--- src/hw/rtl/ssd_template_match_assert.svh ---
// Assertion macros used by the template matcher search engine.
`ifndef SSD_TEMPLATE_MATCH_ASSERT_SVH
`define SSD_TEMPLATE_MATCH_ASSERT_SVH
// Implication checked on every rising clock edge outside reset.
`define SSD_ASSERT_IMP(label, clk, rst_n, ante, cons) \
    label: assert property (@(posedge clk) disable iff (!rst_n) (ante) |-> (cons)) \
        else $error("assertion failed");
// Next-cycle implication checked outside reset.
`define SSD_ASSERT_NEXT(label, clk, rst_n, ante, cons) \
    label: assert property (@(posedge clk) disable iff (!rst_n) (ante) |=> (cons)) \
        else $error("assertion failed");
`endif

--- src/hw/rtl/ssd_ram.sv ---
// Generic single-port-write, single-read RAM with registered read data.
`timescale 1ns / 1ps
module ssd_ram #(
    parameter int Width = 8,
    parameter int Depth = 256
) (
    input  logic                     clk,
    input  logic                     we,
    input  logic [$clog2(Depth)-1:0] waddr,
    input  logic [Width-1:0]         wdata,
    input  logic [$clog2(Depth)-1:0] raddr,
    output logic [Width-1:0]         rdata
);
    logic [Width-1:0] mem [Depth];

    // Write port and registered read port.
    always_ff @(posedge clk)
    begin
        if (we)
        begin
            mem[waddr] <= wdata;
        end
        rdata <= mem[raddr];
    end
endmodule

--- config.mk ---
export PLATFORM = sky130hd
export DESIGN_NAME = ssd_ram
export DESIGN_NICKNAME = d
export VERILOG_FILES = /design/src/hw/rtl/ssd_template_match_assert.svh /design/src/hw/rtl/ssd_ram.sv
export SDC_FILE = /design/constraint.sdc
export NUM_CORES = 2
export LEC_CHECK = 0
export CAP_MARGIN = 20
export CORE_MARGIN = 2
export CORE_UTILIZATION = 50
export DETAILED_ROUTE_END_ITERATION = 12
export DONT_BUFFER_PORTS = 1
export GPL_TIMING_DRIVEN = 0
export SYNTH_ARGS = -nofsm -noshare
export SYNTH_HDL_FRONTEND = slang
export SYNTH_SLANG_ARGS = --single-unit
--- constraint.sdc ---
create_clock -name clk -period 2.97 [get_ports clk]
set_input_delay 0.297 -clock clk [delete_from_list [all_inputs] [get_ports clk]]
set_output_delay 0.297 -clock clk [all_outputs]
set_load 0.03 [all_outputs]
* Word-level counts from Yosys, hierarchy flattened
Memory sizes are Yosys's and may differ from the RTL's. A register that Yosys moved wholly into a read port is not among the register bits.
Cells that the tools add are included.
Widths: inputs -> output; s select.
** Operators by class
- Mux-type cells :: 2
** Operator list (count)
- $mux 1 :: 2
** Word-level totals
- Bits in registers :: 0
- RAM bits :: 2048
- Output and inout port bits :: 8
- Memories :: 1
** Memories
- mem :: depth 256, bits a word 8, read ports 1, clocked after memory_dff 1, write ports 1, line ssd_ram.sv:14 : logic [Width-1:0] mem [Depth];

* Logic depth before layout (Yosys ltp)
- Word-level depth :: 2
- Gate-level depth with buffers :: 11
- Gate-level depth less buffers :: 6

* Worst setup path after synthesis
Ideal clock, no wire load.
- Path kind :: input to register
- Start :: input raddr[0]
- End :: register rdata[2] (read register of mem)
- Path buffers :: 4
- Path slack :: 0.735 ns
- Required time :: 2.839 ns
- Cell stages on the path :: 9
- Data arrival time :: 2.104 ns
- Cells stage by stage :: buf_6 -> buf_12 -> buf_8 -> buf_2 -> mux4_2 -> a22oi_1 -> a21oi_1 -> nor4_1 -> nor4_2
** RTL lines
- start: declaration :: line ssd_ram.sv:11 : input logic [$clog2(Depth)-1:0] raddr,
- end: declaration :: line ssd_ram.sv:12 : output logic [Width-1:0] rdata

* Final worst setup path
- Start :: input waddr[1]
- End :: memory mem[108][1], enable pin
** RTL lines
- start: declaration :: line ssd_ram.sv:9 : input logic [$clog2(Depth)-1:0] waddr,
- end: declaration :: line ssd_ram.sv:14
Straight into the memory's write port.

==> metrics.log <==
[metrics] clock tree skew after final layout: 0.02747 ns
[metrics] library cell occupying the most area in the post-synthesis netlist: sky130_fd_sc_hd__edfxtp_1
[metrics] count of antenna-violating nets left after detailed routing: 0
[metrics] Hold Fails Final Rpt: 1087
[metrics] number of maximum-capacitance violations: 0
[metrics] PnR Total Power: 0.05988 W
[metrics] clock sink count: 2056
[metrics] Filler Cell Count: 11731
[metrics] Die Width: 402.9 um
[metrics] Worst setup SP type: input pin
[metrics] first-pass GRT wire length: 327000 um
[metrics] via count of the first global-routing pass: 39707
[metrics] P_leak: 27.52 nW
[metrics] maximum buffer depth of the clock tree: 3
[metrics] unrepaired setup endpoints after global routing: yes
[metrics] I/O pin count: 34
[metrics] routed vias: 41030
[metrics] Sequential cell area: 0.06166 mm^2
[metrics] Mapped Area: 0.07956 mm^2
[metrics] grt total ovfl: 0
[metrics] path type of the worst setup path: in -> reg
[metrics] count leader, synth: sky130_fd_sc_hd__edfxtp_1
[metrics] clock tree root buffer cell: sky130_fd_sc_hd__clkbuf_16
[metrics] proportion of netlist area held by the largest area contributor: 77.30%
[metrics] Slew HR: 19.45%
[metrics] Routed Wire Length: 241400 um
[metrics] critical path peak fanout: 10
[metrics] H-tree levels: 4
[metrics] Final Wtd Congestion: 0.9048
[metrics] critical path data required time: 3.43 ns
[metrics] Synth cell types: 55
[metrics] Final WS setup: -0.2951 ns
[metrics] clock-pin slew on the worst setup and hold paths: 0.06 ns
[metrics] count of buffers inserted at the top-level ports: 0
[metrics] clock tree from TritonCTS: yes
[metrics] Synth Warn #: 0
[metrics] Worst Max-Slew Pin Slew: 1.208 ns
[metrics] number of slew-limit violations in the final report: 0
[metrics] result of the run: finished, violations left
[metrics] Synthesized Nets: 3759
[metrics] arrival time worst endpoint: 3.73 ns
[metrics] floorplan die area: 0.1623 mm^2
[metrics] CTS buffer count: 205
[metrics] synth top area cells: sky130_fd_sc_hd__edfxtp_1, sky130_fd_sc_hd__mux4_2, sky130_fd_sc_hd__mux2i_1
[metrics] clk_lat worst skew: 0.85 ns
[metrics] part of the Yosys area used for sequential elements: 77.50%
[metrics] violation count after the first detailed-routing iteration: 6160
[metrics] PwrDens: 669.7 mW/mm^2
[metrics] syn_area_per_cell: 21.31 um^2
[metrics] Final Critical Period: 3.265 ns
[metrics] DR vias/cell: 6.596
[metrics] final layout net count: 4003
[metrics] top cells by count, synth: sky130_fd_sc_hd__edfxtp_1, sky130_fd_sc_hd__mux4_2, sky130_fd_sc_hd__nor2_1, sky130_fd_sc_hd__mux2i_1, sky130_fd_sc_hd__a22oi_1
[metrics] post-DP HPWL: 155000 um
[metrics] Worst Hold Margin: -0.4451 ns
[metrics] initial antenna violation count: 13
[metrics] residual DRC count: 0
[metrics] failing checks: negative hold slack, negative setup slack
[metrics] area occupied by multi-input gates: 0.01668 mm^2
[metrics] peak ir drop on the vdd network: 0.0006120 V
[metrics] worst hold-check path type: in -> reg
[metrics] count of flip-flops with a built-in enable after synthesis: 2048
[metrics] largest net degree at the start of global routing: 257
[metrics] number of synthesized register bits: 2056
[metrics] core occupancy in the finished layout: 56.52%
[metrics] final routed wire length divided by cell count: 38.81 um
[metrics] height of the die: 402.9 um
[metrics] Synth Instances: 3733
[metrics] proportion of layout cells with a drive suffix above 1: 23.22%
[metrics] Async SR Flop Fraction: 0%
[metrics] final setup violating endpoints: 297
[metrics] flip-flop cell with the highest count after synthesis: sky130_fd_sc_hd__edfxtp_1
[metrics] Row Count: 146
[metrics] GRT Resource Usage Total: 29.81%
[metrics] FMAX: 306.3 MHz
[metrics] drt pass-1 iters: 6
[metrics] Starting Density: 50.29%
[metrics] Final period util: 109.9%
[metrics] core area: 0.1582 mm^2
[metrics] synthesis-to-layout area growth: 12.38%
[metrics] element type at the critical path end: register
-- flip-flops by register name, summed over array words and instances (netlist names) --
register / cells
mem: 2048
rdata: 8
-- path summary, 6_finish.rpt --
kind | from | endpoint | slack [ns] | cells after the start
setup reg to reg | mem[131][2]$_DFFE_PP_ | rdata[2]$_DFF_P_ | 0.01 | 7
setup / recovery | waddr[1] | mem[108][1]$_DFFE_PP_ | -0.30 | 5
hold reg to reg | mem[40][3]$_DFFE_PP_ | rdata[3]$_DFF_P_ | 1.37 | 6
hold / removal | wdata[4] | mem[210][4]$_DFFE_PP_ | -0.45 | 0
-- final cells by class --
| type | count | area share (%) |
|---|---|---|
| inverters | 2 | 0.008397 |
| diodes | 1 | 0.002799 |
| plain buffers | 232 | 1.714 |
| flip-flops and latches | 2056 | 68.96 |
| clock inverters | 103 | 1.038 |
| multi-input cells | 1442 | 18.65 |
| clock buffers | 274 | 6.106 |
| well taps | 2072 | 2.900 |
| repair buffers | 38 | 0.6130 |
-- layout by cell type (no fill, tap or decap), drive strengths merged, types with 4 or more instances in the layout --
cell type,n
o22a,5
o32ai,5
nor3,22
nand3,34
buf,153
o21ai,12
clkbuf,386
bufinv,7
clkinv,90
a211oi,16
and2,6
o221ai,47
nor2,282
a22oi,133
nand4,10
dfxtp,8
edfxtp,2048
nor4,27
a21oi,96
nand2b,8
mux2i,134
a221oi,14
o211ai,10
or2,4
o22ai,28
mux4,456
a2111oi,5
nor2b,31
a22o,8
nand2,33
inv,7
-- repair_timing --
item / CTS / global route
pin swaps: 0 / 0
hold buffers: 1 / 3
hold endpoints to repair: 2051 / 2004
setup buffers: 0 / 0
gates resized for setup: 50 / 34
setup endpoints to repair: 54 / 197
-- stage by stage --
stage	TNS [ns]	worst slack (ns)	std cells	area [um^2]	hold slack [ns]
2_1_floorplan	0	0.7351	3733	79560	0.3959
3_3_place_gp	-1204.80	-2.525	5805	82150	0.4221
3_5_place_dp	-725.46	-1.471	5836	82650	0.4290
4_1_cts	-0.2431	-0.02043	6213	89240	-0.4761
5_1_grt	-8.947	-0.1603	6219	89400	-0.4765
6_report	-31.36	-0.2951	6220	89410	-0.4451
-- critical path: stages --
cell                       delay (ns)
sky130_fd_sc_hd__clkbuf_1        0.22
sky130_fd_sc_hd__nor2_1          0.69
sky130_fd_sc_hd__nand4_1         0.77
sky130_fd_sc_hd__clkbuf_2        0.79
sky130_fd_sc_hd__nor2_1          0.93
-- report_power, final --
part | internal [W] | switching (W) | leakage [nW]
registers | 0.0320 | 0.0000660 | 18.5
logic | 0.00102 | 0.00196 | 5.94
clock network | 0.0136 | 0.0112 | 3.11
total | 0.0466 | 0.0133 | 27.5
-- layer usage --
layer	global-route usage (%)	vias to the layer above	part of all wire, %
met1	41.64	21846	39
met4	11.83	10	4.7
met3	8.049	493	11
li1	-	16205	-
met5	0.1487	-	0.026
met2	45.06	2476	45
-- logic make-up after synthesis --
| group | synth area share, % |
|---|---|
| compound gates | 3.419 |
| flops | 77.50 |
| mux | 14.62 |
| buf+inv | 1.831 |
| simple gates | 2.628 |
Power figures use the tool's default switching activity.
