## src/hw/rtl/ssd_template_match_assert.svh

```systemverilog
// Assertion macros used by the template matcher search engine.
`ifndef SSD_TEMPLATE_MATCH_ASSERT_SVH
`define SSD_TEMPLATE_MATCH_ASSERT_SVH
// Implication checked on every rising clock edge outside reset.
`define SSD_ASSERT_IMP(label, clk, rst_n, ante, cons) \
    label: assert property (@(posedge clk) disable iff (!rst_n) (ante) |-> (cons)) \
        else $error("assertion failed");
// Next-cycle implication checked outside reset.
`define SSD_ASSERT_NEXT(label, clk, rst_n, ante, cons) \
    label: assert property (@(posedge clk) disable iff (!rst_n) (ante) |=> (cons)) \
        else $error("assertion failed");
`endif

```

## src/hw/rtl/ssd_pkg.sv

```systemverilog
// Shared types and constants of the template matcher.
`timescale 1ns / 1ps
package ssd_pkg;
    localparam int MaxIw = 256;
    localparam int MaxIh = 256;
    localparam int MaxTw = 32;
    localparam int MaxTh = 32;
    localparam int ImgAw = 16;
    localparam int TplAw = 10;
    localparam int ImgCntW = 17;
    localparam int TplCntW = 11;
    localparam logic OP_TEMPLATE = 1'b0;
    localparam logic OP_IMAGE = 1'b1;
    localparam logic [1:0] REG_IW = 2'd0;
    localparam logic [1:0] REG_IH = 2'd1;
    localparam logic [1:0] REG_TW = 2'd2;
    localparam logic [1:0] REG_TH = 2'd3;

    // Command passed from the front end to the search engine.
    typedef struct packed {
        logic       err;
        logic [8:0] iw;
        logic [8:0] ih;
        logic [5:0] tw;
        logic [5:0] th;
    } cmd_t;

    // Result item.
    typedef struct packed {
        logic [7:0]  x;
        logic [7:0]  y;
        logic [25:0] score;
        logic        status;
    } res_t;
endpackage

```

## src/hw/rtl/ssd_front.sv

```systemverilog
// Front end: accepts pixels, writes the stores and issues search commands.
`timescale 1ns / 1ps
module ssd_front (
    input  logic                     clk,
    input  logic                     rst_n,
    input  logic                     in_valid,
    output logic                     in_ready,
    input  logic                     opcode,
    input  logic [7:0]               pixel,
    input  logic [8:0]               iw,
    input  logic [8:0]               ih,
    input  logic [5:0]               tw,
    input  logic [5:0]               th,
    output logic                     img_we,
    output logic [ssd_pkg::ImgAw-1:0] img_waddr,
    output logic                     tpl_we,
    output logic [ssd_pkg::TplAw-1:0] tpl_waddr,
    output logic [7:0]               wdata,
    output logic                     cmd_valid,
    input  logic                     cmd_ready,
    output ssd_pkg::cmd_t            cmd
);
    logic [ssd_pkg::ImgCntW-1:0] img_cnt_reg, img_cnt_next;
    logic [ssd_pkg::TplCntW-1:0] tpl_cnt_reg, tpl_cnt_next;
    logic                        cmd_valid_reg;
    ssd_pkg::cmd_t               cmd_reg;
    logic                        acc, frame_end;
    logic [16:0]                 img_total;
    logic [10:0]                 tpl_total;

    assign acc = in_valid && in_ready;
    // The stores must hold still while the engine reads them, so input waits
    // for an idle engine and an empty command slot.
    assign in_ready = !cmd_valid_reg && cmd_ready;
    assign img_total = 17'(iw) * 17'(ih);
    assign tpl_total = 11'(tw) * 11'(th);
    assign img_cnt_next = img_cnt_reg + 17'd1;
    assign tpl_cnt_next = tpl_cnt_reg + 11'd1;
    assign frame_end = acc && opcode == ssd_pkg::OP_IMAGE && img_cnt_next >= img_total;

    // Store write ports.
    assign img_we = acc && opcode == ssd_pkg::OP_IMAGE && !img_cnt_reg[16];
    assign img_waddr = img_cnt_reg[ssd_pkg::ImgAw-1:0];
    assign tpl_we = acc && opcode == ssd_pkg::OP_TEMPLATE && !tpl_cnt_reg[10];
    assign tpl_waddr = tpl_cnt_reg[ssd_pkg::TplAw-1:0];
    assign wdata = pixel;
    assign cmd_valid = cmd_valid_reg;
    assign cmd = cmd_reg;

    // Load counters and the command slot.
    always_ff @(posedge clk or negedge rst_n)
    begin
        if (!rst_n)
        begin
            img_cnt_reg <= '0;
            tpl_cnt_reg <= '0;
            cmd_valid_reg <= 1'b0;
        end
        else
        begin
            if (acc && opcode == ssd_pkg::OP_TEMPLATE)
            begin
                tpl_cnt_reg <= (tpl_cnt_next >= tpl_total) ? '0 : tpl_cnt_next;
            end
            if (acc && opcode == ssd_pkg::OP_IMAGE)
            begin
                img_cnt_reg <= frame_end ? '0 : img_cnt_next;
            end
            if (frame_end)
            begin
                cmd_valid_reg <= 1'b1;
            end
            else if (cmd_ready)
            begin
                cmd_valid_reg <= 1'b0;
            end
        end
    end

    // Command payload captured at frame end.
    always_ff @(posedge clk)
    begin
        if (frame_end)
        begin
            cmd_reg.err <= (9'(tw) > iw) || (9'(th) > ih);
            cmd_reg.iw <= iw;
            cmd_reg.ih <= ih;
            cmd_reg.tw <= tw;
            cmd_reg.th <= th;
        end
    end
endmodule

```

## config.mk

```make
export PLATFORM = sky130hd
export DESIGN_NAME = ssd_front
export DESIGN_NICKNAME = d
export VERILOG_FILES = /design/src/hw/rtl/ssd_template_match_assert.svh /design/src/hw/rtl/ssd_pkg.sv /design/src/hw/rtl/ssd_front.sv
export SDC_FILE = /design/constraint.sdc
export NUM_CORES = 1
export LEC_CHECK = 0
export BUFFER_PORTS_ARGS = -buffer_cell sky130_fd_sc_hd__buf_4
export CORE_MARGIN = 3
export CORE_UTILIZATION = 59
export CTS_CLUSTER_SIZE = 16
export DETAILED_ROUTE_END_ITERATION = 8
export GPL_TIMING_DRIVEN = 1
export PLACE_DENSITY = 0.92
export SKIP_LAST_GASP = 1
export SYNTH_ARGS = -nofsm -noshare
export SYNTH_HDL_FRONTEND = slang
export SYNTH_SLANG_ARGS = --single-unit
```

## constraint.sdc

```tcl
create_clock -name clk -period 4.8 [get_ports clk]
set_input_delay 0.48 -clock clk [delete_from_list [all_inputs] [get_ports clk]]
set_output_delay 0.48 -clock clk [all_outputs]
set_load 0.03 [all_outputs]
```

# Yosys cells after proc, flatten, opt, wreduce, memory -nomap -nowiden
# Index checks and enable logic that the tools add are counted.
[op_classes] order_cmp=4 reduce_logical=12 n_addsub=2 bitwise=1 mul=2 muxes=4
[op_table] cell="$gt A6 B9 Y1" count=2
[op_table] cell="$add A17 B1 Y17 const B" count=1
[op_table] cell="$ge A17 B17 Y1" count=1
[op_table] cell="$mul A9 B9 Y17" count=1
[op_table] cell="$mux W17" count=1
[op_table] cell="$add A11 B1 Y11 const B" count=1
[op_table] cell="$ge A11 B11 Y1" count=1
[op_table] cell="$mul A6 B6 Y11" count=1
[op_table] cell="$mux W11" count=1
[op_table] cell="$logic_and A1 B1 Y1" count=7
[op_table] cell="$logic_not A1 Y1" count=3
[op_table] cell="$mux W1" count=2
[op_table] cell="$reduce_bool A2 Y1" count=1
[op_table] cell="$logic_or A1 B1 Y1" count=1
[op_table] cell="$not A1 Y1" count=1
[totals] in_bits=43 register_bits=60 output_inout_bits=69 wordCells=33

# Depth between registers and ports, before layout
[depth] ltp_word=6 ltp_mapped=26 mapped_depth_nobuf=24

# Worst setup path after synthesis
# OpenSTA, ideal clock, no wires.
[synth_timing] kind="input to register" startpoint="input ih[8]" endpoint="register cmd_reg (netlist bit cmd[0]) (enable)" arrival_ps=6449 stages=22 setup_time_ps=392 path_buffers=1 path_slack_ps=-2041 required_ps=4408 path_cell_list="clkbuf_1 nand2_1 fa_1 fa_1 inv_1 fa_1 inv_1 fa_1 inv_1 ha_1 and3_1 a221o_1 o41a_1 a21o_1 a21oi_2 xor2_1 ha_1 nand3_1 nor3_1 o21ai_0 o22ai_1 and2_1"
[synth_via] elab_chain_len=3
[synth_rtl] item="start, declared" line="ssd_front.sv:11" rtl="input logic [8:0] ih,"
[synth_rtl] item="$mul A9 B9 Y17" line="ssd_front.sv:35" rtl="assign img_total = 17'(iw) * 17'(ih);"
[synth_rtl] item="$ge A17 B17 Y1" line="ssd_front.sv:39" rtl="assign frame_end = acc && opcode == ssd_pkg::OP_IMAGE && img_cnt_next >= img_total;"
[synth_rtl] item="$logic_and A1 B1 Y1" line="ssd_front.sv:39"
[synth_rtl] item="net frame_end" line="ssd_front.sv:27" rtl="logic acc, frame_end;"
[synth_rtl] item="end, declared" line="ssd_front.sv:26" rtl="ssd_pkg::cmd_t cmd_reg;"
# The timed path passes the listed nets, and every way through them passes these cells.
# A chain may end at the register's enable or synchronous reset.

# Worst setup path in the final report
[layout_timing] startpoint="input ih[1]" endpoint="register cmd_reg (netlist bit cmd[16]) (enable)"
[layout_via] elab_chain_len=3
[layout_rtl] item="$mul A9 B9 Y17" line="ssd_front.sv:35"
[layout_rtl] item="$ge A17 B17 Y1" line="ssd_front.sv:39"
[layout_rtl] item="$logic_and A1 B1 Y1" line="ssd_front.sv:39"
# Every way passes these cells.

==> flow_summary.toml <==
[grt]
use_met1_pct = 36.6
grt_pass1_vias = 6596
grt_start_max_net_pins = 30
gr-total-overflow = 0
antenna_found_initial = 0
track_usage_pct = 30.4
use_met2_pct = 53.1
grt.busiest_layer = "met2"
use_met3_pct = 6.32
grt_pass1_wl_um = 32000

[timing]
fin_crit_ns = 5.75
setup-violations-final = 49
hold_violations = 0
finalWorstSetupSlack_ns = -0.948
slew_violations = 0
fin_crit_sh_pct = 120
rsz0062_at_grt = "yes"
finalSetupTns_ns = -43.82
fin_worst_skew_ns = 0.00647
max_slew_margin_pct = 48.3
max_freq_ghz = 0.174
worst_pin_slew_ns = 0.776

[placed_design]
place.gp.congestion = 0.958
dp_slack_ns = -1.47
dpl_cell_area_mm2 = 0.00857
dpl.hpwl_um = 14500
io_buffers = 95

[final_layout]
num-nets-final = 1146
multiInputGateArea_mm2 = 0.00506
fillers = 681
final_area_mm2 = 0.00914
synthToLayoutAreaGrowth_pct = 26.5
drive_gt1_share_pct = 27.2
diodes = 0
regArea_mm2 = 0.00166
largest_reg_flops = 31

[synthesis]
async_reset_ff_share_pct = 48.3
synthesis.area_per_instance_um2 = 9.19
synth_cell_types = 45
syn_area_mm2 = 0.00723
yosysTopAreaCell = "fa_1"
synth_edf_count = 31
synth-seq-cells = 60
yosysWarnings = 0
postSynthCellCount = 786
synth.area.top_cells = "fa_1 18%, ha_1 17%, edfxtp_1 13%, dfrtp_1 10%, inv_1 5.9%"
syn_nets = 991
ys.flop_type = "edfxtp_1"
yosysSeqAreaShare_pct = 22.9
synth.top_cell.area_share_pct = 18.0

[power_and_ir_drop]
cellLeakagePower_nw = 4.73
power_density_mw_per_mm2 = 383
vdd_drop_max_mv = 0.246

[routing]
postRouteAntennaNets = 0
dr.pass1.iters = 7
vias = 6375
drt-total-wl_um = 20800
drc = 0
drt_iter0_drc = 537
vias_per_cell = 5.85
avgRoutedWirePerCell_um = 19.1

[floorplan]
row_count = 39
coreArea_mm2 = 0.0117
dieArea_mm2 = 0.0136
start_util_pct = 61.7
ioPinCount = 112
die_y_um = 117
die_w_um = 117

[worst_setup_path]
reg2reg_slack_ns = 1.55
path_max_fanout = 8
cp_num_buf_inv = 8
cpMaxStageDelayCell = "fa_1"
endpoint_kind = "flip-flop"
start_kind = "input pin"
crit_type = "in -> reg"
critPathTopFamily = "adder cells"
cp.arrival_ns = 5.78
max_stage_delay_ns = 0.51
crit_required_ns = 4.83

[clock_tree]
cts_buffer_depth = 2
insertion_delay_ns = 0.34
cts_root_buffer = "clkbuf_16"
clkSinkCount = 60
cts_tree = "done"
htreeDepth = 3
clk_pin_slew_worst_paths_ns = 0.05
cts_made_buffers = 9

[outcome]
violations = "setup timing"
outcome = "complete, but fails checks"

[run]
maxCapViolCount = 0

[min_path]
hp-class = "in -> async"
[final timing paths]
kind                                start               to  depth (start not counted)
setup reg to reg           img_cnt_reg[3]          cmd[16]                         12
min in group clk                    th[4]           cmd[4]                          1
hold reg to reg                 cmd_valid        cmd_valid                          1
hold / removal                      rst_n  img_cnt_reg[13]                          1
setup / recovery                    ih[1]          cmd[16]                         25
max in group asynchronous           rst_n   img_cnt_reg[4]                          1
[layout by cell type, fill, tap and decap left out, types with 6 or more instances in the layout]
cell type	Yosys	final
nand4_1	7	7
buf_6	0	6
nor2b_1	6	6
buf_4	34	180
fa_1	65	62
a21oi_1	10	8
and2_1	52	51
ha_1	97	94
o21ai_2	0	8
a32o_1	7	7
nor3_1	10	9
dfrtp_1	29	29
edfxtp_1	31	31
o21ai_0	31	20
nor2_1	43	40
inv_2	0	7
xor2_1	24	24
nand2_1	91	84
inv_1	113	106
a22o_1	7	7
nand3_1	25	24
clkbuf_16	0	10
a21o_1	13	13
xnor2_1	24	24
[layer usage]
layer	up-vias	wire length [um]
met3	96	1770
li1	2874	-
met2	370	10200
met1	3035	7870
met5	-	0
met4	0	930
[area by class of cell]
cell class	count	share of cell area [%]
Timing Repair Buffer	194	16.9
Tap cell	143	1.96
Inverter	113	4.64
Clock inverter	4	0.233
Clock buffer	12	2.82
Multi-Input combinational cell	563	55.3
Sequential cell	60	18.1
[per-stage QoR]
step	hold slack, ns	total power [mW]	std cells	util (%)
floorplan	0.184	2.06	786	-
global placement	0.419	2.57	1061	73.2
detailed placement	0.422	2.68	1061	73.2
CTS	0.0709	3.36	1086	77.0
global route	0.0880	3.76	1089	78.0
finish	0.0599	3.50	1089	78.0
[cells by family after synthesis]
| group | Yosys count | synth area share, % |
|---|---|---|
| fa+ha+maj | 162 | 34.8 |
| xor+xnor | 48 | 5.82 |
| compound gates | 96 | 9.11 |
| flops | 60 | 22.9 |
| mux | 2 | 0.294 |
| buf+inv | 166 | 10.4 |
| simple gates | 252 | 16.6 |
[synth_stat cells (2+ instances only)]
cell type / instances
inv_1: 113
ha_1: 97
nand2_1: 91
fa_1: 65
and2_1: 52
nor2_1: 43
buf_4: 34
edfxtp_1: 31
o21ai_0: 31
dfrtp_1: 29
nand3_1: 25
xnor2_1: 24
xor2_1: 24
clkbuf_1: 17
a21o_1: 13
a21oi_1: 10
nor3_1: 10
a22o_1: 7
a32o_1: 7
nand4_1: 7
and3_1: 6
nor2b_1: 6
a211oi_1: 5
a31oi_1: 5
nand2b_1: 5
o21a_1: 4
a2111oi_0: 2
buf_2: 2
nor4_1: 2
o22ai_1: 2
o41ai_1: 2
or2_2: 2
[worst reg2reg max path, stage by stage, from the launching register on]
cell and delay, ns:
dfrtp_1 0.49, nand4_1 0.23, or2_1 0.34, nor3_1 0.30
xor2_1 0.14, ha_1 0.34, buf_4 0.13, nand3_4 0.06
a21oi_2 0.16, a2111oi_4 0.06, o22ai_4 0.29, buf_12 0.16
and2_4 0.24
[repair_timing]
action                     CTS  global route
setup buffers                6             2
gates cloned                 3             1
hold buffers                 0             0
setup endpoints to repair   49            54
gates resized for setup     36            24
pin swaps                   25            14
[power by group]
part           internal (mW)  switching, mW
Sequential             0.568         0.0533
Clock                  0.378          0.239
Combinational           1.08           1.18
Total                   2.03           1.47
Power figures use the tool's default switching activity.
