## src/hw/rtl/ssd_template_match_assert.svh

```systemverilog
// Assertion macros used by the template matcher search engine.
`ifndef SSD_TEMPLATE_MATCH_ASSERT_SVH
`define SSD_TEMPLATE_MATCH_ASSERT_SVH
// Implication checked on every rising clock edge outside reset.
`define SSD_ASSERT_IMP(label, clk, rst_n, ante, cons) \
    label: assert property (@(posedge clk) disable iff (!rst_n) (ante) |-> (cons)) \
        else $error("assertion failed");
// Next-cycle implication checked outside reset.
`define SSD_ASSERT_NEXT(label, clk, rst_n, ante, cons) \
    label: assert property (@(posedge clk) disable iff (!rst_n) (ante) |=> (cons)) \
        else $error("assertion failed");
`endif

```

## src/hw/rtl/ssd_pkg.sv

```systemverilog
// Shared types and constants of the template matcher.
`timescale 1ns / 1ps
package ssd_pkg;
    localparam int MaxIw = 256;
    localparam int MaxIh = 256;
    localparam int MaxTw = 32;
    localparam int MaxTh = 32;
    localparam int ImgAw = 16;
    localparam int TplAw = 10;
    localparam int ImgCntW = 17;
    localparam int TplCntW = 11;
    localparam logic OP_TEMPLATE = 1'b0;
    localparam logic OP_IMAGE = 1'b1;
    localparam logic [1:0] REG_IW = 2'd0;
    localparam logic [1:0] REG_IH = 2'd1;
    localparam logic [1:0] REG_TW = 2'd2;
    localparam logic [1:0] REG_TH = 2'd3;

    // Command passed from the front end to the search engine.
    typedef struct packed {
        logic       err;
        logic [8:0] iw;
        logic [8:0] ih;
        logic [5:0] tw;
        logic [5:0] th;
    } cmd_t;

    // Result item.
    typedef struct packed {
        logic [7:0]  x;
        logic [7:0]  y;
        logic [25:0] score;
        logic        status;
    } res_t;
endpackage

```

## src/hw/rtl/ssd_engine.sv

```systemverilog
// Search engine: scores every placement one pixel pair per cycle.
`timescale 1ns / 1ps
`include "ssd_template_match_assert.svh"
module ssd_engine (
    input  logic                      clk,
    input  logic                      rst_n,
    input  logic                      cmd_valid,
    output logic                      cmd_ready,
    input  ssd_pkg::cmd_t             cmd,
    output logic [ssd_pkg::ImgAw-1:0] img_raddr,
    input  logic [7:0]                img_rdata,
    output logic [ssd_pkg::TplAw-1:0] tpl_raddr,
    input  logic [7:0]                tpl_rdata,
    output logic                      res_valid,
    input  logic                      res_ready,
    output ssd_pkg::res_t             res
);
    typedef enum logic [2:0] {S_IDLE, S_RUN, S_DRAIN, S_DONE, S_OUT} state_t;
    state_t        state_reg;
    ssd_pkg::cmd_t c_reg;
    logic [7:0]    px_reg, py_reg;
    logic [4:0]    tx_reg, ty_reg;
    logic [15:0]   base_reg, row_reg;
    logic [9:0]    toff_reg;
    logic          v1_reg, v2_reg, v3_reg, last1_reg, last2_reg, last3_reg;
    logic          v4_reg;
    logic [7:0]    px1_reg, py1_reg, px2_reg, py2_reg, px3_reg, py3_reg;
    logic [8:0]    diff_reg;
    logic [15:0]   sq_reg;
    logic [25:0]   acc_reg;
    logic [26:0]   best_reg;
    logic [7:0]    bx_reg, by_reg;
    logic [25:0]   sum_fin_reg;
    logic [7:0]    fx_reg, fy_reg;
    ssd_pkg::res_t res_reg;
    logic          res_valid_reg;
    logic          last_tx, last_ty, last_px, last_py, issue;
    logic [8:0]    a9, b9, d9;
    logic [25:0]   acc_sum;

    assign cmd_ready = state_reg == S_IDLE;
    assign res_valid = res_valid_reg;
    assign res = res_reg;
    assign img_raddr = base_reg + row_reg + 16'(tx_reg);
    assign tpl_raddr = toff_reg + 10'(tx_reg);
    assign issue = state_reg == S_RUN;
    assign last_tx = 6'(tx_reg) + 6'd1 == c_reg.tw;
    assign last_ty = 6'(ty_reg) + 6'd1 == c_reg.th;
    assign last_px = 9'(px_reg) + 9'(c_reg.tw) == c_reg.iw;
    assign last_py = 9'(py_reg) + 9'(c_reg.th) == c_reg.ih;
    assign a9 = {1'b0, img_rdata};
    assign b9 = {1'b0, tpl_rdata};
    assign d9 = (a9 > b9) ? a9 - b9 : b9 - a9;
    assign acc_sum = acc_reg + 26'(sq_reg);

    // Scan sequencer, pipeline and result register.
    always_ff @(posedge clk or negedge rst_n)
    begin
        if (!rst_n)
        begin
            state_reg <= S_IDLE;
            v1_reg <= 1'b0;
            v2_reg <= 1'b0;
            v3_reg <= 1'b0;
            v4_reg <= 1'b0;
            res_valid_reg <= 1'b0;
            best_reg <= '1;
        end
        else
        begin
            v1_reg <= issue;
            v2_reg <= v1_reg;
            v3_reg <= v2_reg;
            v4_reg <= v3_reg && last3_reg;
            if (res_valid_reg && res_ready)
            begin
                res_valid_reg <= 1'b0;
            end
            case (state_reg)
                S_IDLE:
                begin
                    if (cmd_valid)
                    begin
                        c_reg <= cmd;
                        px_reg <= '0;
                        py_reg <= '0;
                        tx_reg <= '0;
                        ty_reg <= '0;
                        base_reg <= '0;
                        row_reg <= '0;
                        toff_reg <= '0;
                        if (cmd.err)
                        begin
                            state_reg <= S_DONE;
                        end
                        else
                        begin
                            best_reg <= '1;
                            state_reg <= S_RUN;
                        end
                    end
                end
                S_RUN:
                begin
                    if (!last_tx)
                    begin
                        tx_reg <= tx_reg + 5'd1;
                    end
                    else
                    begin
                        tx_reg <= '0;
                        if (!last_ty)
                        begin
                            ty_reg <= ty_reg + 5'd1;
                            row_reg <= row_reg + 16'(c_reg.iw);
                            toff_reg <= toff_reg + 10'(c_reg.tw);
                        end
                        else
                        begin
                            ty_reg <= '0;
                            row_reg <= '0;
                            toff_reg <= '0;
                            if (!last_px)
                            begin
                                px_reg <= px_reg + 8'd1;
                                base_reg <= base_reg + 16'd1;
                            end
                            else
                            begin
                                px_reg <= '0;
                                py_reg <= py_reg + 8'd1;
                                base_reg <= base_reg + 16'd1 + 16'(c_reg.tw) - 16'd1
                                    + 16'(c_reg.iw) - 16'(c_reg.iw - 9'(c_reg.tw))
                                    - 16'(c_reg.tw);
                                if (last_py)
                                begin
                                    state_reg <= S_DRAIN;
                                end
                            end
                        end
                    end
                end
                S_DRAIN:
                begin
                    if (!v1_reg && !v2_reg && !v3_reg && !v4_reg)
                    begin
                        state_reg <= S_DONE;
                    end
                end
                S_DONE:
                begin
                    // The result register is only loaded once the previous item has left.
                    if (!res_valid_reg)
                    begin
                        if (c_reg.err)
                        begin
                            res_reg <= '{x: 8'd0, y: 8'd0, score: 26'd0, status: 1'b1};
                        end
                        else
                        begin
                            res_reg <= '{x: bx_reg, y: by_reg, score: best_reg[25:0],
                                         status: 1'b0};
                        end
                        state_reg <= S_OUT;
                    end
                end
                S_OUT:
                begin
                    if (!res_valid_reg)
                    begin
                        res_valid_reg <= 1'b1;
                        state_reg <= S_IDLE;
                    end
                end
                default:
                begin
                    state_reg <= S_IDLE;
                end
            endcase
            // Compare a finished placement sum against the best so far.
            if (v4_reg && {1'b0, sum_fin_reg} < best_reg)
            begin
                best_reg <= {1'b0, sum_fin_reg};
                bx_reg <= fx_reg;
                by_reg <= fy_reg;
            end
        end
    end

    // Datapath: read, difference, square, accumulate.
    always_ff @(posedge clk)
    begin
        last1_reg <= last_tx && last_ty;
        px1_reg <= px_reg;
        py1_reg <= py_reg;
        last2_reg <= last1_reg;
        px2_reg <= px1_reg;
        py2_reg <= py1_reg;
        diff_reg <= d9;
        last3_reg <= last2_reg;
        px3_reg <= px2_reg;
        py3_reg <= py2_reg;
        sq_reg <= 16'(diff_reg) * 16'(diff_reg);
        if (v3_reg)
        begin
            acc_reg <= last3_reg ? '0 : acc_sum;
            if (last3_reg)
            begin
                sum_fin_reg <= acc_sum;
                fx_reg <= px3_reg;
                fy_reg <= py3_reg;
            end
        end
        else if (state_reg == S_IDLE)
        begin
            acc_reg <= '0;
        end
    end

    `SSD_ASSERT_IMP(a_ready_idle, clk, rst_n, cmd_ready, state_reg == S_IDLE)
    `SSD_ASSERT_NEXT(a_res_hold, clk, rst_n, res_valid && !res_ready, res_valid)
    `SSD_ASSERT_IMP(a_no_issue_idle, clk, rst_n, state_reg == S_IDLE, !v1_reg || !issue)
endmodule

```

## config.mk

```make
export PLATFORM = sky130hd
export DESIGN_NAME = ssd_engine
export DESIGN_NICKNAME = d
export VERILOG_FILES = /design/src/hw/rtl/ssd_pkg.sv /design/src/hw/rtl/ssd_engine.sv
export VERILOG_INCLUDE_DIRS = /design/src /design/src/hw/rtl
export SDC_FILE = /design/constraint.sdc
export NUM_CORES = 1
export LEC_CHECK = 0
export ABC_AREA = 1
export BUFFER_PORTS_ARGS = -buffer_cell sky130_fd_sc_hd__buf_2
export CELL_PAD_IN_SITES_DETAIL_PLACEMENT = 1
export CELL_PAD_IN_SITES_GLOBAL_PLACEMENT = 1
export CORE_AREA = 3 3 203 205
export CTS_CLUSTER_DIAMETER = 100
export DETAILED_ROUTE_END_ITERATION = 16
export DIE_AREA = 0 0 206 208
export GPL_TIMING_DRIVEN = 0
export PLACE_DENSITY_LB_ADDON = 0.1
export RECOVER_POWER = 25
export SKIP_CTS_REPAIR_TIMING = 1
export SLEW_MARGIN = 20
export SYNTH_ARGS = -nofsm -noshare
export SYNTH_HDL_FRONTEND = slang
export SYNTH_SLANG_ARGS = --single-unit
```

## constraint.sdc

```tcl
create_clock -name clk -period 9.3 [get_ports clk]
set_input_delay 0.93 -clock clk [delete_from_list [all_inputs] [get_ports clk]]
set_output_delay 0.93 -clock clk [all_outputs]
set_load 0.02 [all_outputs]
```

### After elaboration in Yosys (flattened, before gate mapping)

Cells that the tools add are included.

* register bits: 337
* logic and storage cells: 159
* output and inout port bits: 71
* input bits: 51

* equal/unequal tests: 17
* $mul: 1
* add/sub/neg operators: 23
* order comparisons: 2
* reduce and logical (&&, ||, !) cells: 26
* multiplexer cells: 49
* bitwise logic cells: 1

Operators with widths (number)
* two-way mux 27 bit: 4
* two-way mux 16 bit: 6
* two-way mux 26 bit: 3
* case mux 16 bit (2 select lines): 2
* two-way mux 8 bit: 7
* adder 16 x 9 -> 16 bit: 2
* case mux 8 bit (2 select lines): 2
* two-way mux 10 bit: 3
* < comparator 26 x 27 -> 1 bit: 1
* adder 26 x 16 -> 26 bit: 1
* two-way mux 3 bit: 8
* two-way mux 5 bit: 4
* case mux 10 bit (2 select lines): 1
* case mux 5 bit (2 select lines): 2
* adder 8 x 6 -> 9 bit: 2
* equality test 9 bit: 2
* subtractor 8 x 8 -> 9 bit: 2
* adder 16 x 1 -> 16 bit, second input constant: 1
* adder 16 bit: 1
* adder 16 x 5 -> 16 bit: 1
* adder 16 x 6 -> 16 bit: 1
* adder 8 x 1 -> 8 bit, second input constant: 2
* multiplier 9 x 9 -> 16 bit: 1
* != test 2 bit, second input constant: 8
* 29 further kinds: 52

### Logic depth before layout (Yosys ltp)

Gate-level depths: netlist of the first run.

* depth after elaboration: 10
* gate-level depth with buffers: 21
* gate-level depth less buffers: 21

### Least setup slack after synthesis of the first run

No wires, ideal clock.

* path type: reg-to-reg
* from: reg c_reg[7] (netlist bit)
* to: reg base_reg[11] (data pin)
* cell stages (with the launch flop): 22
* data arrival time: 4.345 ns
* buffers on the path: 0
* slack: 4.701 ns
* data required time: 9.046 ns
* setup time: 0.254 ns
* clock period less this slack: 4.599 ns
* cell sequence: edfxtp_1 inv_1 ha_1 nand2_1 o21ai_0 a21oi_1 xor2_1 ha_1 xor2_1 fa_1 inv_1 fa_1 inv_1 ha_1 nand2_1 o21ai_0 nor2_1 o21ai_0 nand2_1 nand2_1 xor2_1 o21a_1

* cells in the longest elaborated chain, start to end: 9
* elaborated cells between the ends (all ways): 12
* those cells by class: add/sub: 7; eq/ne: 1; mux: 4

Ends and longest elaborated chain
* from (decl): line ssd_engine.sv:20 `ssd_pkg::cmd_t c_reg;`
* from (signal assigned): line ssd_engine.sv:84 `c_reg <= cmd;`
* adder 16 x 6 -> 16 bit: line ssd_engine.sv:132 `base_reg <= base_reg + 16'd1 + 16'(c_reg.tw) - 16'd1`
* subtractor 16 x 1 -> 16 bit: line ssd_engine.sv:132
* adder 16 x 9 -> 16 bit: line ssd_engine.sv:133 `+ 16'(c_reg.iw) - 16'(c_reg.iw - 9'(c_reg.tw))`
* subtractor 16 bit: line ssd_engine.sv:133
* subtractor 16 x 6 -> 16 bit: line ssd_engine.sv:134 `- 16'(c_reg.tw);`
* two-way mux 16 bit (*): line ssd_engine.sv:123 `if (!last_px)`
* two-way mux 16 bit (*): line ssd_engine.sv:112 `if (!last_ty)`
* two-way mux 16 bit (*): line ssd_engine.sv:105 `if (!last_tx)`
* case mux 16 bit (2 select lines) (*): line ssd_engine.sv:79 `case (state_reg)`
* to (signal assigned): line ssd_engine.sv:126 `base_reg <= base_reg + 16'd1;`
* to (signal assigned): line ssd_engine.sv:132
* to (decl): line ssd_engine.sv:23 `logic [15:0] base_reg, row_reg;`

Every way passes the cells marked *; elsewhere a longest branch is shown, timed or not. The select of a mux whose other input is x is not followed.
A chain may end at the register's enable or synchronous reset.

### Worst setup path in the final report of the first run

Same ends and word-level chain as after synthesis.

==> reports/metrics.cfg, run 1 <==
[run_status]
status=complete, but fails checks
violations=capacitance limit, slew limit

[placed_design]
portBuffers=121
dp_hpwl_mm=38.3
dpl-instance-area_mm2=0.0218
gp_congestion=0.855
preCtsSetupSlack_ns=3.77

[grt]
grt_max_degree=39
grtUsageTotal_pct=23.5
antenna_found_initial=0
overflow=0
first_global_vias=16400
grt_pass1_wl_mm=81.6

[floorplanning]
fp.dieH_um=208
core_area_mm2=0.0396
ioPinCount=122
num_rows=73
dieArea_mm2=0.0428
die_x_um=206
initial_core_util_pct=51.4

[clock_network]
cts.path.max_buffers=3
cts.sinks=336
cts_root_buf=clkbuf_16
clk_latency_ns=0.57
clk_pin_slew_worst_paths_ns=0.06
cts_max_level=2
cts_tree=built
cts_made_buffers=37

[finish]
multiInputGateArea_mm2=0.00970
nFillCells=4581
diodes=0
seq_area_mm2=0.00920
stdcell_area_mm2=0.0230
largest_reg_flops=43
nNetsFinal=2650
drive_gt1_share_pct=10.9
syn_to_final_growth_pct=12.9

[yosys]
synth-edff-count=226
netlist_instances=2173
avgSynthCellArea_um2=9.38
synth-seq-area-share_pct=45.1
syn_area_mm2=0.0204
ys_warn_count=0
synth_cell_type_count=49
synthesis.nets=2484
synth-seq-cells=336
ys.flop_type=edfxtp_1
synth-async-reset-ratio_pct=10.4

[setup_path]
cp-start-kind=flop
critical_path_class=reg -> reg
crit_arrival_ns=5.93
worstSetupEndpointType=flop
rr_worst_depth=21
ff2ff_setup_slack_ns=3.67
crit_fanout=6
worstPathRequired_ns=9.60

[route]
drt.antenna.violating_nets=0
wire_per_inst_um=17.1
drtIter0Drc=579
drt_wl_total_mm=49.5
drtPass1Iterations=5
vias=15300
avgViaCountPerCell=5.28
drc_errors=0

[timing]
hold_violations=0
fmax_ghz=0.178
fin_setup_tns_ns=0
drv_slew=39
finalCritPeriodShare_pct=60.5
slew_headroom_pct=-34.2
worst_slew_pin_slew_ns=2.01
setup_slack_ns=3.67
rsz0062_at_grt=false
timing.hold.ws_ns=0.321
min_period_ns=5.63
skew_ns=0.0255
setup_viol=0

[flow_run]
maxCapViolCount=1

[pwr]
peakVddDrop_mv=0.316
power_density_mw_per_mm2=386
fin_total_pwr_w=0.00889
cellLeakagePower_nw=10.7

[hold_path]
hp-class=reg -> reg
holdPathStages=0

-- per-layer routing --
metal / GRT usage (%) / up-vias / part of all wire, %
li1: - / 7477 / -
met1: 30.1 / 7461 / 44
met2: 41.1 / 260 / 50
met3: 3.60 / 78 / 3.7
met4: 6.60 / 0 / 2.5
met5: 0 / - / 0
-- cells by family (layout without fill, tap and decap cells) --
group / count (synthesis) / in the layout / share of synthesized area [%]
buffers and inverters: 397 / 592 / 7.46
adders and majority gates: 260 / 260 / 18.2
DFF: 336 / 336 / 45.1
xor gates and xnor gates: 128 / 128 / 5.50
and+or+nand+nor: 723 / 723 / 15.0
AOI/OAI and AO/OA: 329 / 329 / 8.65
-- layout by cell type, fill, tap and decap left out, types with 4 or more instances in the layout --
| master | instances |
|---|---|
| or2_2 | 12 |
| fa_1 | 62 |
| a31oi_1 | 6 |
| a21o_1 | 5 |
| o2111ai_1 | 4 |
| dfrtp_1 | 8 |
| xor2_1 | 76 |
| nor2_1 | 196 |
| o21bai_1 | 5 |
| dfxtp_1 | 75 |
| o21ai_0 | 132 |
| nand2_1 | 358 |
| nand3_1 | 64 |
| edfxtp_1 | 226 |
| clkinv_2 | 9 |
| inv_1 | 347 |
| nor2b_1 | 5 |
| a21oi_1 | 147 |
| bufinv_16 | 4 |
| xnor2_1 | 52 |
| nand4_1 | 29 |
| clkbuf_16 | 38 |
| ha_1 | 198 |
| o21ai_1 | 4 |
| o31ai_1 | 6 |
| nor3b_1 | 4 |
| inv_2 | 5 |
| nand2_2 | 9 |
| nand3b_1 | 8 |
| clkbuf_1 | 43 |
| buf_2 | 121 |
| o21a_1 | 7 |
| dfstp_2 | 27 |
| nor3_1 | 22 |
-- cells in the mapped netlist, types with 2 or more instances --
cell / count / area [um^2]
or2_2: 12 / 75.1
fa_1: 62 / 1240
a21oi_2: 2 / 17.5
nand2_2: 8 / 50.1
dfstp_2: 27 / 709
nor4_1: 2 / 12.5
o21bai_1: 5 / 37.5
a211oi_1: 2 / 15.0
and2_1: 2 / 12.5
o2111ai_1: 4 / 35.0
clkbuf_1: 31 / 116
nand3b_1: 8 / 60.1
o31ai_1: 6 / 45.0
nor2b_1: 5 / 31.3
nor2_2: 2 / 12.5
a31oi_1: 6 / 37.5
nand3_1: 64 / 320
edfxtp_1: 226 / 6790
o221ai_1: 2 / 17.5
xor2_1: 76 / 666
dfxtp_1: 75 / 1500
o21ai_0: 132 / 661
xnor2_1: 52 / 455
nor2_1: 198 / 743
dfrtp_1: 8 / 200
inv_2: 5 / 18.8
nor3_2: 2 / 20.0
buf_1: 2 / 7.51
ha_1: 198 / 2480
buf_2: 6 / 30.0
nor3_1: 23 / 115
o21ai_1: 4 / 20.0
buf_6: 3 / 33.8
inv_1: 348 / 1310
o21a_1: 7 / 52.6
a21oi_1: 148 / 741
nor3b_1: 4 / 30.0
nand2_1: 359 / 1350
o211ai_1: 3 / 22.5
a21o_1: 5 / 37.5
nand4_1: 29 / 181
and3_1: 2 / 12.5
a21boi_0: 2 / 15.0
-- per-stage QoR --
step | instances | utilization (%)
4_1_cts | 2893 | 58.1
5_1_grt | 2893 | 58.1
3_5_place_dp | 2825 | 54.9
2_1_floorplan | 2173 | -
6_report | 2893 | 58.1
3_3_place_gp | 2819 | 54.6
-- report_power, final --
part           switching (W)  internal, W  total (W)
logic                0.00317      0.00182    0.00498
registers           0.000223      0.00216    0.00238
clock network       0.000631     0.000898    0.00153
total                0.00402      0.00487    0.00889
-- worst max-delay path, cell delays in order (launching register included) --
cell	delay (ns)
edfxtp_1	0.60
inv_1	0.27
ha_1	0.34
nand2_1	0.04
o21ai_0	0.45
a21oi_1	0.18
xor2_1	0.24
ha_1	0.28
xor2_1	0.18
fa_1	0.53
inv_1	0.06
fa_1	0.53
inv_1	0.04
ha_1	0.35
nand2_1	0.13
nor3_1	0.20
nor2_1	0.13
o21ai_0	0.34
nand2_1	0.12
nand2_1	0.10
xor2_1	0.07
o21a_1	0.18
-- final timing paths --
check / startpoint / end
max: c_reg[7] / base_reg[11]
min: px1_reg[7] / px2_reg[7]
max reg2reg: c_reg[7] / base_reg[11]
min reg2reg: px1_reg[7] / px2_reg[7]
max in group asynchronous: rst_n / v3_reg
min in group asynchronous: rst_n / res_valid
-- area by class of cell --
type,instances,share of cell area (%)
flip-flops and latches,336,39.9
well taps,525,2.85
plain buffers,43,0.837
clock inverters,20,1.01
multi-input cells,1440,42.1
repair buffers,127,3.02
inverters,354,5.77
clock buffers,48,4.44
Power figures use the tool's default switching activity.
==> run 2: changes to the inputs <==
Settings changed: CORE_AREA 3 3 203 205 to 3 3 220 222, DIE_AREA 0 0 206 208 to 0 0 223 225.
Clock period 9.3 ns to 5.1 ns, I/O delays scaled along.
==> reports/metrics.cfg, run 2 (same netlist as run 1, synthesis figures left out) <==
[route]
drc_errors=0
vias=15000
drt_wl_total_mm=48.0
wire_per_inst_um=16.0
drtPass1Iterations=6
avgViaCountPerCell=5.02
drt.antenna.violating_nets=0
drtIter0Drc=705

[clock_network]
cts.path.max_buffers=3
cts_tree=built
cts_max_level=2
clk_latency_ns=0.56
cts_root_buf=clkbuf_16
cts_made_buffers=39
clk_pin_slew_worst_paths_ns=0.06
cts.sinks=336

[hold_path]
hp-class=in -> reg

[timing]
finalCritPeriodShare_pct=96.6
skew_ns=0.0170
slew_headroom_pct=-31.0
fmax_ghz=0.203
timing.hold.ws_ns=0.127
drv_slew=39
worst_slew_pin_slew_ns=1.96
hold_violations=0
min_period_ns=4.93
setup_viol=0

[finish]
largest_reg_flops=43
syn_to_final_growth_pct=14.8
drive_gt1_share_pct=12.2
diodes=0
nNetsFinal=2670
stdcell_area_mm2=0.0234
layout_commonest_cell=nand2_1
final_cell_mix=nand2_1 (358), inv_1 (345), edfxtp_1 (226), ha_1 (197), nor2_1 (194)

[floorplanning]
initial_core_util_pct=43.8
core_area_mm2=0.0466
num_rows=79
dieArea_mm2=0.0502
ioPinCount=122
fp.dieH_um=225
die_x_um=223

[setup_path]
critical_path_class=reg -> reg
crit_top_cell=inv_1
worstSetupEndpointType=flop
critPathMaxStageDelay_ns=0.54
timing.critical_path.buf_inv=4
crit_chain=inv_2, ha_1, nand2_1, o21ai_2, a21oi_2, xor2_2, ha_1, xor2_1, fa_1, inv_1, fa_1, inv_1, ha_2, a21oi_1, inv_1, a31oi_4, nor2_1, o21ai_0, xor2_1, a21oi_1
cp_top_family=adder cells
critPathSlowestCell=fa_1
crit_arrival_ns=5.22
crit_fanout=5
cp-start-kind=flop
worstPathRequired_ns=5.39

[grt]
grt_max_degree=39
overflow=0
grt_pass1_wl_mm=78.7
antenna_found_initial=0
grtUsageTotal_pct=19.1
first_global_vias=15900

[placed_design]
gp_congestion=0.848
dp_hpwl_mm=37.6
dpl-instance-area_mm2=0.0219
portBuffers=121

[pwr]
fin_total_pwr_w=0.0163
peakVddDrop_mv=0.439
power_density_mw_per_mm2=695
cellLeakagePower_nw=10.9

[run_status]
status=complete, but fails checks
violations=capacitance limit, slew limit

[flow_run]
maxCapViolCount=1

run 2: layout make-up:
| cell class | count | area [um^2] |
|---|---|---|
| Tap cell | 607 | 759 |
| Sequential cell | 336 | 9200 |
| Multi-Input combinational cell | 1440 | 9750 |
| Inverter | 354 | 1330 |
| Clock inverter | 21 | 297 |
| Buffer | 42 | 189 |
| Clock buffer | 50 | 1050 |
| Fill cell | 5393 | 23100 |
| Timing Repair Buffer | 146 | 842 |
run 2: metrics by stage:
stage                     cells  utilization (%)  worst slack, ns  TNS [ns]
after detailed placement   2907             47.0           -0.364     -1.80
after global routing       2996             50.3          -0.0369   -0.0634
after CTS                  2978             49.9           -0.467     -2.52
after floorplan            2173                -            0.501         0
final                      2996             50.3            0.171         0
after global placement     2901             46.7           -0.814    -45.26
run 2: final timing paths:
check                            from  slack [ns]            to  depth (start not counted)
hold / removal                cmd[22]        0.13     c_reg[22]                          1
setup / recovery             c_reg[7]        0.17  base_reg[10]                         20
min in group asynchronous       rst_n        0.52        v1_reg                          1
setup reg to reg             c_reg[7]        0.17  base_reg[10]                         20
max in group asynchronous       rst_n        3.46        v2_reg                          1
hold reg to reg            py2_reg[5]        0.32    py3_reg[5]                          0
run 2: worst register-to-register path, cell delays in order (launching register included):
cell      delay, ns
edfxtp_1       0.51
inv_2          0.15
ha_1           0.31
nand2_1        0.07
o21ai_2        0.29
a21oi_2        0.13
xor2_2         0.17
ha_1           0.29
xor2_1         0.18
fa_1           0.54
inv_1          0.06
fa_1           0.53
inv_1          0.04
ha_2           0.33
a21oi_1        0.23
inv_1          0.11
a31oi_4        0.20
nor2_1         0.06
o21ai_0        0.20
xor2_1         0.17
a21oi_1        0.09
run 2: layer usage:
layer / GRT usage, % / vias to the layer above / wire, um
li1: - / 7519 / -
met1: 25.1 / 7252 / 22100
met2: 33.3 / 204 / 23300
met3: 2.40 / 59 / 1610
met4: 5.17 / 0 / 1000
met5: 0 / - / 0
run 2: where the power goes:
group	leakage, nW	switching (W)	internal (W)
logic	7.09	0.00567	0.00334
registers	3.14	0.000395	0.00394
clock network	0.660	0.00115	0.00177
==> run 3: changes to the inputs <==
Settings changed: CELL_PAD_IN_SITES_DETAIL_PLACEMENT 1 to unset, CELL_PAD_IN_SITES_GLOBAL_PLACEMENT 1 to unset, CORE_AREA 3 3 220 222 to 3 3 197 199, DIE_AREA 0 0 223 225 to 0 0 200 202, HOLD_SLACK_MARGIN set to 0.15, PLACE_DENSITY set to 0.75, PLACE_DENSITY_LB_ADDON 0.1 to unset.
==> reports/metrics.cfg, run 3 (same netlist as run 1, synthesis figures left out) <==
[floorplanning]
fp.dieH_um=202
core_area_mm2=0.0374
initial_core_util_pct=54.5
num_rows=71
dieArea_mm2=0.0404
die_x_um=200
ioPinCount=122

[finish]
syn_to_final_growth_pct=14.5
drive_gt1_share_pct=11.5
diodes=0
layout_commonest_cell=nand2_1
nFillCells=3027
largest_reg_flops=43
nNetsFinal=2687
final_cell_mix=nand2_1 (358), inv_1 (348), edfxtp_1 (226), ha_1 (197), nor2_1 (195)
utilization_pct=62.4

[pwr]
p_switching_w=0.00691
comb_power_share_pct=56.0
pwr-share-clk_pct=16.6
p_int_w=0.00882
power_density_mw_per_mm2=674
peakVddDrop_mv=0.645
seqPwrFrac_pct=27.4
switching_share_pct=43.9
cellLeakagePower_nw=10.9
fin_total_pwr_w=0.0157

[timing]
hold_violations=0
finalCritPeriodShare_pct=94.8
fmax_ghz=0.207
min_period_ns=4.83
drv_slew=0
worst_slew_pin_slew_ns=1.43
setup_viol=0
skew_ns=0.0177
slew_headroom_pct=4.40

[grt]
grt_max_degree=44
first_global_vias=14500
antenna_found_initial=0
grtUsageTotal_pct=20.4
overflow=0
grt_pass1_wl_mm=67.3

[clock_network]
cts.path.max_buffers=3
cts_max_level=2
cts.sinks=336
clk_pin_slew_worst_paths_ns=0.06
cts_made_buffers=35
cts_root_buf=clkbuf_16
cts_tree=built
clk_latency_ns=0.55

[route]
drt_wl_total_mm=41.3
wire_per_inst_um=14.2
drtIter0Drc=905
vias=14900
drc_errors=0
avgViaCountPerCell=5.12
drtPass1Iterations=7
drt.antenna.violating_nets=0

[placed_design]
portBuffers=121
gp_congestion=0.923
dp_hpwl_mm=31.6

[setup_path]
worstPathRequired_ns=5.39
worstSetupEndpointType=flop
crit_fanout=5
crit_arrival_ns=5.12
critical_path_class=reg -> reg
cp-start-kind=flop

[flow_run]
maxCapViolCount=0

[run_status]
status=complete, no violations

[hold_path]
hp-class=in -> reg

-- run 3: power groups by stage --
stage | Sequential (W) | Combinational, W | Clock [W]
4_1_cts | 0.00431 | 0.00867 | 0.00267
5_1_grt | 0.00439 | 0.0101 | 0.00278
2_1_floorplan | 0.00430 | 0.00660 | 0
3_5_place_dp | 0.00436 | 0.00851 | 0
6_report | 0.00431 | 0.00881 | 0.00261
3_3_place_gp | 0.00435 | 0.00825 | 0
-- run 3: critical path: stages, from the launching register on --
cell and delay [ns]:
edfxtp_1 0.47, inv_1 0.14, nor2_1 0.09, fa_1 0.45
o21ai_2 0.21, xnor2_1 0.17, ha_1 0.28, xor2_1 0.16
fa_1 0.52, inv_1 0.06, fa_1 0.53, inv_1 0.04
ha_1 0.38, a21oi_1 0.21, o21ai_1 0.09, nor2_2 0.16
nor2_1 0.07, nor2_1 0.20, nand3b_1 0.14, nand3_1 0.07
and2_1 0.13
-- run 3: routing by layer --
layer  vias up  wire, um  global-route usage [%]
li1       7575         -                       -
met1      6907     18200                    27.4
met2       361     20000                    34.1
met3        69      2180                    2.67
met4         0       994                    6.73
met5         -         0                       0
-- run 3: final cells by class --
class	count	area (um^2)	area share, %
multi-input cells	1440	9730	41.7
inverters	354	1330	5.69
clock buffers	46	1000	4.28
flip-flops and latches	336	9200	39.4
plain buffers	40	181	0.777
clock inverters	17	198	0.847
well taps	511	639	2.74
repair buffers	169	1070	4.58
-- run 3: final timing paths --
check	cells after the start	slack, ns	end	startpoint
hold / removal	1	0.17	c_reg[0]	cmd[0]
setup / recovery	20	0.27	base_reg[15]	c_reg[6]
max in group asynchronous	2	3.98	v3_reg	rst_n
hold reg to reg	0	0.32	py3_reg[7]	py2_reg[7]
setup reg to reg	20	0.27	base_reg[15]	c_reg[6]
min in group asynchronous	2	0.61	v4_reg	rst_n
-- run 3: stage by stage --
| step | std cells | setup WS [ns] | area [um^2] | setup TNS [ns] | hold WS [ns] |
|---|---|---|---|---|---|
| final | 2913 | 0.267 | 23300 | 0 | 0.169 |
| after CTS | 2873 | -0.214 | 22900 | -0.830 | 0.0651 |
| after detailed placement | 2810 | -0.162 | 21700 | -0.495 | 0.312 |
| after global placement | 2805 | -0.757 | 21600 | -38.83 | 0.311 |
| after global routing | 2913 | -0.00149 | 23300 | -0.00149 | 0.147 |
| after floorplan | 2173 | 0.501 | 20400 | 0 | 0.214 |
